### src/rtl/core/phdb_pkg.sv
`default_nettype none
package phdb_pkg;

  localparam int NumRingsDef   = 20;
  localparam int NumSectorsDef = 60;
  localparam int CoordBitsDef  = 16;

  localparam int HeightW     = 16;
  localparam int MaxRadiusW  = 15;
  localparam int IdxMaxW     = 14;
  localparam int FifoDepth   = 4;
  localparam int CordicSteps = 32;
  localparam int CordicW     = 52;
  localparam int AngleW      = 32;

  localparam logic [MaxRadiusW-1:0] MaxRadiusRst    = 15'd20480;
  localparam logic [HeightW-1:0]    SensorHeightRst = 16'd0;

  // Register select is address bit 2.
  localparam logic REG_MAX_RADIUS    = 1'b0;
  localparam logic REG_SENSOR_HEIGHT = 1'b1;

  typedef enum logic [1:0] {
    CMD_ADD   = 2'd0,
    CMD_READ  = 2'd1,
    CMD_CLEAR = 2'd2,
    CMD_NOP   = 2'd3
  } cmd_e;

  typedef enum logic [1:0] {
    OP_ADD,
    OP_READ,
    OP_CLEAR
  } op_e;

  typedef struct packed {
    op_e                       op;
    logic                      in_grid;
    logic [IdxMaxW-1:0]        idx;
    logic signed [HeightW-1:0] height;
  } q_entry_t;

  typedef struct packed {
    logic full;
    logic empty;
  } q_status_t;

  typedef enum logic [3:0] {
    F_IDLE,
    F_MAG,
    F_SQR,
    F_SUM,
    F_LIM,
    F_RING,
    F_ANG,
    F_SEC,
    F_IDX,
    F_PUSH
  } front_state_e;

  typedef enum logic [2:0] {
    B_INIT,
    B_IDLE,
    B_UPD,
    B_RES,
    B_CLR
  } back_state_e;

  // atan(2^-i) in units of 2^-32 of a full turn.
  function automatic logic [AngleW-1:0] atan_turn(input logic [4:0] i);
    logic [AngleW-1:0] t;
    case (i)
      5'd0:  t = 32'd536870912;
      5'd1:  t = 32'd316933406;
      5'd2:  t = 32'd167458907;
      5'd3:  t = 32'd85004756;
      5'd4:  t = 32'd42667331;
      5'd5:  t = 32'd21354465;
      5'd6:  t = 32'd10679838;
      5'd7:  t = 32'd5340245;
      5'd8:  t = 32'd2670163;
      5'd9:  t = 32'd1335087;
      5'd10: t = 32'd667544;
      5'd11: t = 32'd333772;
      5'd12: t = 32'd166886;
      5'd13: t = 32'd83443;
      5'd14: t = 32'd41722;
      5'd15: t = 32'd20861;
      5'd16: t = 32'd10430;
      5'd17: t = 32'd5215;
      5'd18: t = 32'd2608;
      5'd19: t = 32'd1304;
      5'd20: t = 32'd652;
      5'd21: t = 32'd326;
      5'd22: t = 32'd163;
      5'd23: t = 32'd81;
      5'd24: t = 32'd41;
      5'd25: t = 32'd20;
      5'd26: t = 32'd10;
      5'd27: t = 32'd5;
      5'd28: t = 32'd3;
      5'd29: t = 32'd1;
      5'd30: t = 32'd1;
      default: t = 32'd0;
    endcase
    return t;
  endfunction

endpackage
`default_nettype wire

### src/rtl/core/phdb_fifo.sv
`default_nettype none
module phdb_fifo
  import phdb_pkg::*;
#(
  parameter int Depth = FifoDepth
) (
  input  wire logic      clk_i,
  input  wire logic      rst_ni,
  input  wire logic      push_i,
  input  wire q_entry_t  entry_i,
  input  wire logic      pop_i,
  output q_entry_t       entry_o,
  output q_status_t      status_o
);
  localparam int PtrW = (Depth > 1) ? $clog2(Depth) : 1;
  localparam int CntW = $clog2(Depth + 1);

  q_entry_t            mem_q [Depth];
  logic [PtrW-1:0]     wr_ptr_q, rd_ptr_q;
  logic [CntW-1:0]     count_q;

  assign entry_o        = mem_q[rd_ptr_q];
  assign status_o.full  = (count_q == CntW'(Depth));
  assign status_o.empty = (count_q == '0);

  always_ff @(posedge clk_i) begin
    if (push_i) begin
      mem_q[wr_ptr_q] <= entry_i;
    end
  end

  always_ff @(posedge clk_i or negedge rst_ni) begin
    if (!rst_ni) begin
      wr_ptr_q <= '0;
      rd_ptr_q <= '0;
      count_q  <= '0;
    end else begin
      if (push_i) begin
        wr_ptr_q <= (wr_ptr_q == PtrW'(Depth - 1)) ? '0 : wr_ptr_q + PtrW'(1);
      end
      if (pop_i) begin
        rd_ptr_q <= (rd_ptr_q == PtrW'(Depth - 1)) ? '0 : rd_ptr_q + PtrW'(1);
      end
      if (push_i && !pop_i) begin
        count_q <= count_q + CntW'(1);
      end else if (pop_i && !push_i) begin
        count_q <= count_q - CntW'(1);
      end
    end
  end
endmodule
`default_nettype wire

### config.mk
export PLATFORM = sky130hd
export DESIGN_NAME = phdb_fifo
export DESIGN_NICKNAME = d
export VERILOG_FILES = /design/src/rtl/core/phdb_pkg.sv /design/src/rtl/core/phdb_fifo.sv
export SDC_FILE = /design/constraint.sdc
export NUM_CORES = 1
export LEC_CHECK = 0
export ABC_AREA = 1
export ABC_CLOCK_PERIOD_IN_PS = 2400
export BUFFER_PORTS_ARGS = -buffer_cell sky130_fd_sc_hd__buf_2
export CORE_AREA = 2 2 125 127
export CTS_CLUSTER_DIAMETER = 120
export DETAILED_ROUTE_END_ITERATION = 16
export DIE_AREA = 0 0 127 129
export GPL_TIMING_DRIVEN = 0
export PLACE_DENSITY_LB_ADDON = 0.3
export RECOVER_POWER = 50
export SYNTH_ARGS = -nofsm -noshare
export SYNTH_HDL_FRONTEND = slang
export SYNTH_SLANG_ARGS = --single-unit
### constraint.sdc
create_clock -name clk_i -period 2.4 [get_ports clk_i]
set_input_delay 0.24 -clock clk_i [delete_from_list [all_inputs] [get_ports clk_i]]
set_output_delay 0.24 -clock clk_i [all_outputs]
set_load 0.02 [all_outputs]
==> flow_summary.json <==
{
  "dp_hpwl_mm": 7.35,
  "timing.hold.ws_ps": 60.2,
  "grt_pass1_wl_mm": 18.7,
  "power_density_nw_per_um2": 1240,
  "synth_seq_cells": 139,
  "rsz0062_at_grt": "no",
  "initial_utilization_pct": 39.3,
  "antenna_cells": 0,
  "area_growth_syn_to_layout_pct": 17.6,
  "yosysSeqAreaShare_pct": 70.3,
  "die_w_um": 127,
  "hold_violations": 0,
  "regArea_um2": 4140,
  "antenna_found_initial": 0,
  "place_area_um2": 6480,
  "cap_violations": 0,
  "final_cell_mix": "edfxtp_1 (132), nand2_1 (114), inv_1 (64)",
  "dr.first_iter.drc_count": 168,
  "cts-root-buf": "clkbuf_16",
  "finalNonFillerCells": 728,
  "synth_warnings": 0,
  "cpMostUsedCell": "buf_6",
  "vdd_drop_max_v": 0.000707,
  "synthDistinctLibCells": 20,
  "placed_cells": 696,
  "core-area_um2": 15000,
  "max_slew_margin_pct": 42.7,
  "max_stage_delay_ps": 390,
  "finalNetCount": 572,
  "cts.clk_slew.worst_paths_ps": 50,
  "startpoint_type": "flop",
  "grt_overflow": 0,
  "tightest_slew_ps": 859,
  "maxSlewViolCount": 0,
  "clock_sinks": 139,
  "via_per_inst": 4.65,
  "ios": 72,
  "rows": 45,
  "crit_path_cell_trace": "inv_1, buf_6, buf_6, o211ai_2, nand2_1, buf_2",
  "multi_input_area_um2": 1290,
  "fin_crit_sh_pct": 85.9,
  "postSynthCellCount": 437,
  "status": "completed",
  "cts-htree-levels": 4,
  "cpMaxStageDelayCell": "dfrtp_1",
  "wl_per_cell_um": 16.6,
  "vias": 3385,
  "first_global_vias": 3541,
  "clk_latency_ps": 420,
  "wirelength_mm": 12.1,
  "final_util_pct": 46.2,
  "cp.arrival_ps": 1820,
  "first_pass_iters": 4,
  "ant_nets": 0,
  "hp-class": "input pin to flop",
  "setup_viol": 0,
  "finish.instance_area_um2": 6920,
  "num-fill-cells": 1335,
  "tns_ps": 0,
  "finalWeightedCongestion": 0.730,
  "skew_ps": 6.53,
  "cts.path.max_buffers": 2,
  "required_ps": 2160,
  "grtUsageTotal_pct": 15.7,
  "port_buffers": 71,
  "cts_tree": "done",
  "final_common_cell": "edfxtp_1",
  "period_needed_ps": 2060,
  "layout-drive-gt1-share_pct": 23.7,
  "netlist_area_um2": 5890,
  "max_freq_ghz": 0.485,
  "cts_setup_buffers": 0,
  "die_h_um": 129,
  "endpoint_kind": "output port",
  "criticalPathCategory": "flop to output port",
  "post_cts_resized": 0,
  "syn_nets": 481,
  "die_area_um2": 16400,
  "route.detailed.drc": 0,
  "grt_max_degree": 34,
  "avgSynthCellArea_um2": 13.5,
  "critPathMaxFanout": 10,
  "numCtsBuffers": 17,
  "p_leak_nw": 2.80
}
## cell usage after synthesis
| master | number | area, um2 |
|---|---|---|
| buf_2 | 10 | 50.1 |
| ha_1 | 6 | 75.1 |
| dfrtp_1 | 7 | 175 |
| inv_1 | 67 | 251 |
| o21ai_1 | 4 | 20.0 |
| nor2_1 | 2 | 7.51 |
| clkinv_1 | 5 | 18.8 |
| buf_6 | 8 | 90.1 |
| nand2_1 | 114 | 428 |
| inv_2 | 6 | 22.5 |
| nor3_1 | 2 | 10.0 |
| o211ai_1 | 24 | 180 |
| nand4_1 | 1 | 6.26 |
| o211ai_2 | 42 | 526 |
| nand3_1 | 1 | 5.00 |
| inv_4 | 1 | 6.26 |
| buf_4 | 3 | 22.5 |
| edfxtp_1 | 132 | 3960 |
| xnor2_1 | 1 | 8.76 |
| fa_1 | 1 | 20.0 |
## routing by layer
| metal | global-route usage [%] | up-vias | wire length (um) |
|---|---|---|---|
| li1 | - | 1691 | - |
| met1 | 18.6 | 1600 | 5100 |
| met2 | 26.6 | 83 | 6130 |
| met3 | 5.53 | 11 | 727 |
| met4 | 6.14 | 0 | 126 |
| met5 | 0 | - | 0 |
## registers in the layout, summed over array words and instances (netlist names)
name and cells:
mem_q 132, count_q 3, wr_ptr_q 2, rd_ptr_q 2
## stage by stage
stage / total power, mW / setup WS [ps]
after floorplan: 5.45 / 695
after global placement: 6.45 / 86.2
after detailed placement: 6.51 / 590
after CTS: 8.69 / 379
after global routing: 9.06 / 211
final: 8.56 / 338
## critical path: cells and delay by family, from the launching register on
kind | cells | cell delay [ps]
buf+inv | 4 | 810
compound gates | 1 | 80
simple gates | 1 | 120
flops | 1 | 390
## area by class of cell
| cell class | instances | share of cell area [%] |
|---|---|---|
| timing repair buffer | 72 | 4.63 |
| buffer | 21 | 2.35 |
| clock buffer | 27 | 6.69 |
| tap | 188 | 3.40 |
| inverter | 79 | 4.32 |
| clock inverter | 4 | 0.271 |
| multi-input combinational | 198 | 18.6 |
| sequential | 139 | 59.8 |
## worst paths after layout
| check | start | to | slack (ps) | cells past startpoint |
|---|---|---|---|---|
| worst min-delay path | pop_i | rd_ptr_q[0] | 60 | 2 |
| worst max register to register | wr_ptr_q[0] | mem_q[0][22] | 640 | 4 |
| worst max-delay path | rd_ptr_q[0] | entry_o[26] | 340 | 6 |
| worst min register to register | count_q[2] | count_q[2] | 510 | 2 |
| min in group asynchronous | rst_ni | wr_ptr_q[1] | 240 | 2 |
| max in group asynchronous | rst_ni | rd_ptr_q[1] | 1880 | 2 |
## logic make-up after synthesis
family                   after synthesis  share of synthesized area, %
buffers and inverters                100                          7.84
flip-flops                           139                          70.3
AND/OR/NAND/NOR                      120                          7.76
XOR/XNOR                               1                         0.149
adder cells (fa/ha/maj)                7                          1.62
AO/OA/AOI/OAI                         70                          12.3
## what timing repair did
item                                    4_1_cts  5_1_grt
endpoints found under the setup margin        0        0
hold buffers                                  1        0
endpoints found under the hold margin         7        0
## power breakdown
| group | leakage, nW | switching, mW | internal, mW |
|---|---|---|---|
| Clock | 0.235 | 0.864 | 1.30 |
| Sequential | 1.30 | 0.147 | 3.13 |
| Combinational | 1.27 | 2.13 | 0.992 |
Note: power is estimated with default switching activity, not from simulation.
