$ cat src/rtl/core/phdb_pkg.sv
`default_nettype none
package phdb_pkg;

  localparam int NumRingsDef   = 20;
  localparam int NumSectorsDef = 60;
  localparam int CoordBitsDef  = 16;

  localparam int HeightW     = 16;
  localparam int MaxRadiusW  = 15;
  localparam int IdxMaxW     = 14;
  localparam int FifoDepth   = 4;
  localparam int CordicSteps = 32;
  localparam int CordicW     = 52;
  localparam int AngleW      = 32;

  localparam logic [MaxRadiusW-1:0] MaxRadiusRst    = 15'd20480;
  localparam logic [HeightW-1:0]    SensorHeightRst = 16'd0;

  // Register select is address bit 2.
  localparam logic REG_MAX_RADIUS    = 1'b0;
  localparam logic REG_SENSOR_HEIGHT = 1'b1;

  typedef enum logic [1:0] {
    CMD_ADD   = 2'd0,
    CMD_READ  = 2'd1,
    CMD_CLEAR = 2'd2,
    CMD_NOP   = 2'd3
  } cmd_e;

  typedef enum logic [1:0] {
    OP_ADD,
    OP_READ,
    OP_CLEAR
  } op_e;

  typedef struct packed {
    op_e                       op;
    logic                      in_grid;
    logic [IdxMaxW-1:0]        idx;
    logic signed [HeightW-1:0] height;
  } q_entry_t;

  typedef struct packed {
    logic full;
    logic empty;
  } q_status_t;

  typedef enum logic [3:0] {
    F_IDLE,
    F_MAG,
    F_SQR,
    F_SUM,
    F_LIM,
    F_RING,
    F_ANG,
    F_SEC,
    F_IDX,
    F_PUSH
  } front_state_e;

  typedef enum logic [2:0] {
    B_INIT,
    B_IDLE,
    B_UPD,
    B_RES,
    B_CLR
  } back_state_e;

  // atan(2^-i) in units of 2^-32 of a full turn.
  function automatic logic [AngleW-1:0] atan_turn(input logic [4:0] i);
    logic [AngleW-1:0] t;
    case (i)
      5'd0:  t = 32'd536870912;
      5'd1:  t = 32'd316933406;
      5'd2:  t = 32'd167458907;
      5'd3:  t = 32'd85004756;
      5'd4:  t = 32'd42667331;
      5'd5:  t = 32'd21354465;
      5'd6:  t = 32'd10679838;
      5'd7:  t = 32'd5340245;
      5'd8:  t = 32'd2670163;
      5'd9:  t = 32'd1335087;
      5'd10: t = 32'd667544;
      5'd11: t = 32'd333772;
      5'd12: t = 32'd166886;
      5'd13: t = 32'd83443;
      5'd14: t = 32'd41722;
      5'd15: t = 32'd20861;
      5'd16: t = 32'd10430;
      5'd17: t = 32'd5215;
      5'd18: t = 32'd2608;
      5'd19: t = 32'd1304;
      5'd20: t = 32'd652;
      5'd21: t = 32'd326;
      5'd22: t = 32'd163;
      5'd23: t = 32'd81;
      5'd24: t = 32'd41;
      5'd25: t = 32'd20;
      5'd26: t = 32'd10;
      5'd27: t = 32'd5;
      5'd28: t = 32'd3;
      5'd29: t = 32'd1;
      5'd30: t = 32'd1;
      default: t = 32'd0;
    endcase
    return t;
  endfunction

endpackage
`default_nettype wire

$ cat src/rtl/core/phdb_front.sv
`default_nettype none
module phdb_front
  import phdb_pkg::*;
#(
  parameter int NumRings   = NumRingsDef,
  parameter int NumSectors = NumSectorsDef,
  parameter int CoordBits  = CoordBitsDef,
  parameter int RingSelW   = 5,
  parameter int SecSelW    = 6
) (
  input  wire logic                        clk_i,
  input  wire logic                        rst_ni,
  input  wire logic                        accept_i,
  input  wire logic [1:0]                  cmd_i,
  input  wire logic signed [CoordBits-1:0] pos_x_i,
  input  wire logic signed [CoordBits-1:0] pos_y_i,
  input  wire logic signed [CoordBits-1:0] pos_z_i,
  input  wire logic [RingSelW-1:0]         ring_sel_i,
  input  wire logic [SecSelW-1:0]          sector_sel_i,
  input  wire logic [MaxRadiusW-1:0]       max_radius_i,
  input  wire logic signed [HeightW-1:0]   sensor_height_i,
  input  wire q_status_t                   q_status_i,
  output logic                             push_o,
  output q_entry_t                         entry_o,
  output logic                             idle_o
);
  localparam int SqW   = 2 * CoordBits;
  localparam int M2W   = 2 * MaxRadiusW;
  localparam int LimW  = ((SqW > M2W) ? SqW : M2W) + 13;
  localparam int KW    = $clog2(NumRings + 1);
  localparam int SecW  = $clog2(NumSectors + 1);
  localparam int ProdW = AngleW + SecW;
  localparam int ZW    = ((CoordBits > HeightW) ? CoordBits : HeightW) + 1;
  localparam int PreShift = 48 - CoordBits;

  localparam logic signed [ZW-1:0] HMax = ZW'(32767);
  localparam logic signed [ZW-1:0] HMin = -ZW'(32768);

  front_state_e state_q, state_d;

  logic signed [CoordBits-1:0] x_q, y_q, z_q;
  logic [CoordBits-1:0]        ax_q, ay_q;
  logic signed [HeightW-1:0]   h_q;
  logic [SqW-1:0]              sqx_q, sqy_q, s_q;
  logic [M2W-1:0]              m2_q;
  logic [LimW-1:0]             lim_q, acc_q, dd_q;
  logic [KW-1:0]               k_q, ring_q;
  logic signed [CordicW-1:0]   cx_q, cy_q;
  logic [AngleW-1:0]           ang_q;
  logic [4:0]                  step_q;
  logic                        axis_q;
  logic [ProdW-1:0]            prod_q;
  q_entry_t                    entry_q;

  logic signed [ZW-1:0]        zsum;
  logic signed [CordicW-1:0]   cx0, cy0, dx, dy;
  logic [SecW-1:0]             sec_raw, sec_cl;
  logic                        ring_hit;

  assign idle_o  = (state_q == F_IDLE);
  assign push_o  = (state_q == F_PUSH) && !q_status_i.full;
  assign entry_o = entry_q;

  assign zsum     = ZW'(z_q) + ZW'(sensor_height_i);
  assign cx0      = CordicW'(x_q) <<< PreShift;
  assign cy0      = CordicW'(y_q) <<< PreShift;
  assign dx       = cy_q >>> step_q;
  assign dy       = cx_q >>> step_q;
  assign ring_hit = (acc_q >= lim_q);
  assign sec_raw  = SecW'((prod_q + ProdW'(32'hFFFF_FFFF)) >> AngleW);

  always_comb begin
    if (sec_raw == '0) begin
      sec_cl = SecW'(1);
    end else if (sec_raw > SecW'(NumSectors)) begin
      sec_cl = SecW'(NumSectors);
    end else begin
      sec_cl = sec_raw;
    end
  end

  always_ff @(posedge clk_i or negedge rst_ni) begin
    if (!rst_ni) begin
      state_q <= F_IDLE;
    end else begin
      state_q <= state_d;
    end
  end

  always_comb begin
    state_d = state_q;
    case (state_q)
      F_IDLE: begin
        if (accept_i) begin
          case (cmd_i)
            CMD_ADD:   state_d = F_MAG;
            CMD_READ:  state_d = F_PUSH;
            CMD_CLEAR: state_d = F_PUSH;
            default:   state_d = F_IDLE;
          endcase
        end
      end
      F_MAG: state_d = F_SQR;
      F_SQR: state_d = F_SUM;
      F_SUM: state_d = F_LIM;
      F_LIM: begin
        state_d = (LimW'(s_q) > LimW'(m2_q)) ? F_IDLE : F_RING;
      end
      F_RING: begin
        if (ring_hit) begin
          state_d = axis_q ? F_SEC : F_ANG;
        end
      end
      F_ANG: begin
        if (step_q == 5'(CordicSteps - 1)) begin
          state_d = F_SEC;
        end
      end
      F_SEC:  state_d = F_IDX;
      F_IDX:  state_d = F_PUSH;
      F_PUSH: begin
        if (!q_status_i.full) begin
          state_d = F_IDLE;
        end
      end
      default: state_d = F_IDLE;
    endcase
  end

  always_ff @(posedge clk_i) begin
    case (state_q)
      F_IDLE: begin
        x_q <= pos_x_i;
        y_q <= pos_y_i;
        z_q <= pos_z_i;
        entry_q.in_grid <= (32'(ring_sel_i) < NumRings) && (32'(sector_sel_i) < NumSectors);
        entry_q.idx     <= IdxMaxW'(ring_sel_i) * IdxMaxW'(NumSectors)
                           + IdxMaxW'(sector_sel_i);
        entry_q.height  <= '0;
        entry_q.op      <= (cmd_i == CMD_CLEAR) ? OP_CLEAR : OP_READ;
      end
      F_MAG: begin
        ax_q <= x_q[CoordBits-1] ? CoordBits'(-x_q) : CoordBits'(x_q);
        ay_q <= y_q[CoordBits-1] ? CoordBits'(-y_q) : CoordBits'(y_q);
        if (zsum > HMax) begin
          h_q <= HeightW'(HMax);
        end else if (zsum < HMin) begin
          h_q <= HeightW'(HMin);
        end else begin
          h_q <= HeightW'(zsum);
        end
      end
      F_SQR: begin
        sqx_q <= SqW'(ax_q) * SqW'(ax_q);
        sqy_q <= SqW'(ay_q) * SqW'(ay_q);
        m2_q  <= M2W'(max_radius_i) * M2W'(max_radius_i);
      end
      F_SUM: begin
        s_q <= sqx_q + sqy_q;
      end
      F_LIM: begin
        lim_q  <= LimW'(s_q) * LimW'(NumRings * NumRings);
        acc_q  <= LimW'(m2_q);
        dd_q   <= LimW'(m2_q) * LimW'(3);
        k_q    <= KW'(1);
        step_q <= '0;
        // Points on an axis get their angle directly.
        if (y_q == '0) begin
          axis_q <= 1'b1;
          ang_q  <= x_q[CoordBits-1] ? 32'h8000_0000 : 32'h0;
        end else if (x_q == '0) begin
          axis_q <= 1'b1;
          ang_q  <= y_q[CoordBits-1] ? 32'hC000_0000 : 32'h4000_0000;
        end else begin
          axis_q <= 1'b0;
          if (x_q[CoordBits-1]) begin
            cx_q  <= -cx0;
            cy_q  <= -cy0;
            ang_q <= 32'h8000_0000;
          end else begin
            cx_q  <= cx0;
            cy_q  <= cy0;
            ang_q <= 32'h0;
          end
        end
      end
      F_RING: begin
        if (ring_hit) begin
          ring_q <= k_q;
        end else begin
          acc_q <= acc_q + dd_q;
          dd_q  <= dd_q + (LimW'(m2_q) << 1);
          k_q   <= k_q + KW'(1);
        end
      end
      F_ANG: begin
        if (!cy_q[CordicW-1]) begin
          cx_q  <= cx_q + dx;
          cy_q  <= cy_q - dy;
          ang_q <= ang_q + atan_turn(step_q);
        end else begin
          cx_q  <= cx_q - dx;
          cy_q  <= cy_q + dy;
          ang_q <= ang_q - atan_turn(step_q);
        end
        step_q <= step_q + 5'd1;
      end
      F_SEC: begin
        prod_q <= ProdW'(ang_q) * ProdW'(NumSectors);
      end
      F_IDX: begin
        entry_q.op      <= OP_ADD;
        entry_q.in_grid <= 1'b1;
        entry_q.height  <= h_q;
        entry_q.idx     <= (IdxMaxW'(ring_q) - IdxMaxW'(1)) * IdxMaxW'(NumSectors)
                           + IdxMaxW'(sec_cl) - IdxMaxW'(1);
      end
      default: begin
      end
    endcase
  end
endmodule
`default_nettype wire

$ cat config.mk
export PLATFORM = sky130hd
export DESIGN_NAME = phdb_front
export DESIGN_NICKNAME = d
export VERILOG_FILES = /design/src/rtl/core/phdb_pkg.sv /design/src/rtl/core/phdb_front.sv
export SDC_FILE = /design/constraint.sdc
export NUM_CORES = 2
export LEC_CHECK = 0
export BUFFER_PORTS_ARGS = -buffer_cell sky130_fd_sc_hd__buf_4
export CAP_MARGIN = 10
export CORE_AREA = 2 2 470 332
export CTS_CLUSTER_SIZE = 40
export DETAILED_ROUTE_END_ITERATION = 8
export DIE_AREA = 0 0 472 334
export PLACE_DENSITY = 0.65
export REMOVE_ABC_BUFFERS = 1
export SKIP_CTS_REPAIR_TIMING = 1
export SLEW_MARGIN = 20
export SYNTH_ARGS = -nofsm -noshare
export SYNTH_HDL_FRONTEND = slang
export SYNTH_SLANG_ARGS = --single-unit
$ cat constraint.sdc
create_clock -name clk_i -period 16.16 [get_ports clk_i]
set_input_delay 2.424 -clock clk_i [delete_from_list [all_inputs] [get_ports clk_i]]
set_output_delay 2.424 -clock clk_i [all_outputs]
set_load 0.03 [all_outputs]
==> run metrics <==
Synth Warn #=0; die height=approximately 330 µm; synth unique cells=95; number of max-cap violations=0; mean post-synth cell area=9.398 µm²; Critical Path RT=16.54 ns; sequential area share after synthesis=23.30%; # fillers=13880; Hold Path Class=flop to flop; most frequent cells in the layout=inv_1, ha_1, nand2_1; total grt overflow=0; ys flop type=edfxtp_1; via count=59110; final setup skew=0.05761 ns; diodes inserted=0; largest net degree at the start of global routing=slightly below 90; Critical Path Source=step_q[1]$_DFFE_PN_; Remaining DRCs=0; Netlist Area Pre-Place=76090 µm²; Area Growth Syn to Fin=7.031%; clk slew on worst S/H paths=0.06 ns; Synth top area share=roughly 22%; num rows=121; DRT Wirelength=197200 µm; Clock Path Buffers=3; ys async rst share=0.6656%; layout cell share with drive strength beyond 1=7.140%; Tcrit/Tclk final=56.47%; vias in the first global route=57330; H-Tree Depth=3; worst r2r path cells=27; # setup viols final=0; io pins=132; crit start category=flop; Post-synth EDFFs=567; Syn Inst Count=about 8100; worst slew pin tran=roughly 1.0 ns; Die Area=around 160000 µm²; Slew HR=between 30% and 40%; most common cell after layout, fill and taps aside=inv_1; initial antenna violation count=2; Final Max Slew Viols=0; Critical Path Fanout Max=67; Reg-to-Reg Start=step_q[1]$_DFFE_PN_; Chip Width=between 400 and 500 µm; CP Capture Type=flop; Max Fclk=around 110 MHz; Worst setup endpoint=cy_q[51]$_DFFE_PP_; Buffers on Ports=130; Yosys top cell by area=edfxtp_1; Iter 0 DRT Violations=5000; Initial Util=49.47%; GPL Wtd Cong=0.9599; first-pass GRT wire length=317200 µm; clk sink count=601; Wirelength per Cell=19.37 µm; final hold vios=0; status=finished clean; HPWL Detailed=about 160000 µm; RSZ-0062 raised after global routing=no; core region area=153800 µm²; clock latency on the worst-skew pair=0.71 ns; Crit Path Class=flop to flop; drt first pass iters=6; vias per cell=~5.8; fin nets=roughly 9600; Final min period=between 9 and 10 ns; ranking of synthesized cells by area=edfxtp_1, fa_1, ha_1; Antenna Nets Post-Route=0; crit path DAT=9.50 ns; Inserted Clock Buffers=72; reg-to-reg endpoint=cy_q[51]$_DFFE_PP_; Setup TNS Final=0 ns; root buffer cell=clkbuf_16; CTS tree=yes; R2R Setup Slk=7.03 ns; aggregate global-route resource usage=24.97%; FF+latch count, synth=601
worst max-delay path, cell delays in order, from the launching register on:
cell and delay (ns):
edfxtp_1 0.32, buf_4 0.53, buf_4 0.81, mux4_2 0.70, nand2_1 0.10, nand2_1 0.05, o21ai_0 0.57, nor2_1 0.08
a21oi_1 0.24, ha_1 0.32, nand2_1 0.15, nor2_1 0.15, nand4b_1 0.27, nor4_1 0.79, a21oi_1 0.19, xnor2_1 0.33
ha_1 0.40, a21o_1 0.27, a311oi_1 0.25, o21bai_1 0.12, a221oi_1 0.37, a21boi_0 0.23, a31oi_1 0.14, a2111oi_0 0.71
o21ai_0 0.20, a31oi_1 0.23, xnor2_1 0.14, a21oi_1 0.08
metrics by stage:
stage               util, %  hold WS (ns)  cells  instance area, µm²  worst slack, ns
finish                52.95        0.4865  10180               81440            7.035
global placement      51.39        0.4760  10050               79050            7.040
global route          52.95        0.5151  10180               81440            6.370
floorplan                 -        0.4476   7837               75030            5.432
CTS                   52.93        0.4874  10180               81420            7.191
detailed placement    51.39        0.4740  10050               79050            7.112
routing by layer:
layer | up-vias | share of wire [%] | global-route usage [%]
met5 | - | 0.0066 | 0
met4 | 2 | 1.6 | 4.535
met3 | 190 | 8.0 | 4.456
met2 | 1965 | 42 | 36.43
met1 | 28720 | 49 | 38.71
li1 | 28230 | - | -
logic make-up after synthesis:
| family | after synthesis | synth area share, % |
|---|---|---|
| AOI/OAI and AO/OA | 1673 | 14.03 |
| buffers and inverters | 1350 | 6.776 |
| xor gates and xnor gates | 597 | 6.872 |
| and+or+nand+nor | 2181 | 13.79 |
| muxes | 275 | 6.191 |
| adders and majority gates | 1420 | 29.04 |
| DFF | 601 | 23.30 |
cell usage after synthesis (209+ instances only):
library cell,count
inv_1,1084
ha_1,842
nand2_1,628
fa_1,577
nor2_1,570
edfxtp_1,567
a21oi_1,513
xnor2_1,388
o21ai_0,339
a21o_1,221
and2_1,210
xor2_1,209
state kept, by name, summed over array words and instances (netlist names), 16 cells and up, named ones only:
| name | count |
|---|---|
| cx_q | 52 |
| s_q | 32 |
| z_q | 16 |
| h_q | 16 |
| entry_o | 33 |
| y_q | 16 |
| acc_q | 45 |
| prod_q | 36 |
| sqy_q | 31 |
| dd_q | 45 |
| sqx_q | 31 |
| m2_q | 29 |
| ay_q | 16 |
| ax_q | 16 |
| x_q | 16 |
| lim_q | 37 |
| ang_q | 32 |
| cy_q | 52 |
worst min-delay path by stage:
stage	from	end	depth (start not counted)
floorplan	k_q[4]$_SDFFCE_PN0P_	ring_q[4]$_DFFE_PP_	0
CTS	k_q[4]$_SDFFCE_PN0P_	ring_q[4]$_DFFE_PP_	0
global route	k_q[4]$_SDFFCE_PN0P_	ring_q[4]$_DFFE_PP_	0
detailed placement	k_q[4]$_SDFFCE_PN0P_	ring_q[4]$_DFFE_PP_	0
finish	k_q[4]$_SDFFCE_PN0P_	ring_q[4]$_DFFE_PP_	0
global placement	k_q[4]$_SDFFCE_PN0P_	ring_q[4]$_DFFE_PP_	0
final cells by class:
cell class / count / area, µm² / area share, %
Multi-Input combinational cell: 6146 / 53300 / 65.45
Timing Repair Buffer: 186 / 1409 / 1.730
Clock inverter: 49 / 541.8 / 0.6652
Inverter: 1090 / 4094 / 5.027
Tap cell: 2029 / 2539 / 3.117
Clock buffer: 79 / 1828 / 2.245
Sequential cell: 601 / 17730 / 21.77
Power is not shown: default switching activity piles up to over one toggle a cycle in this logic, so the estimate is an artifact.
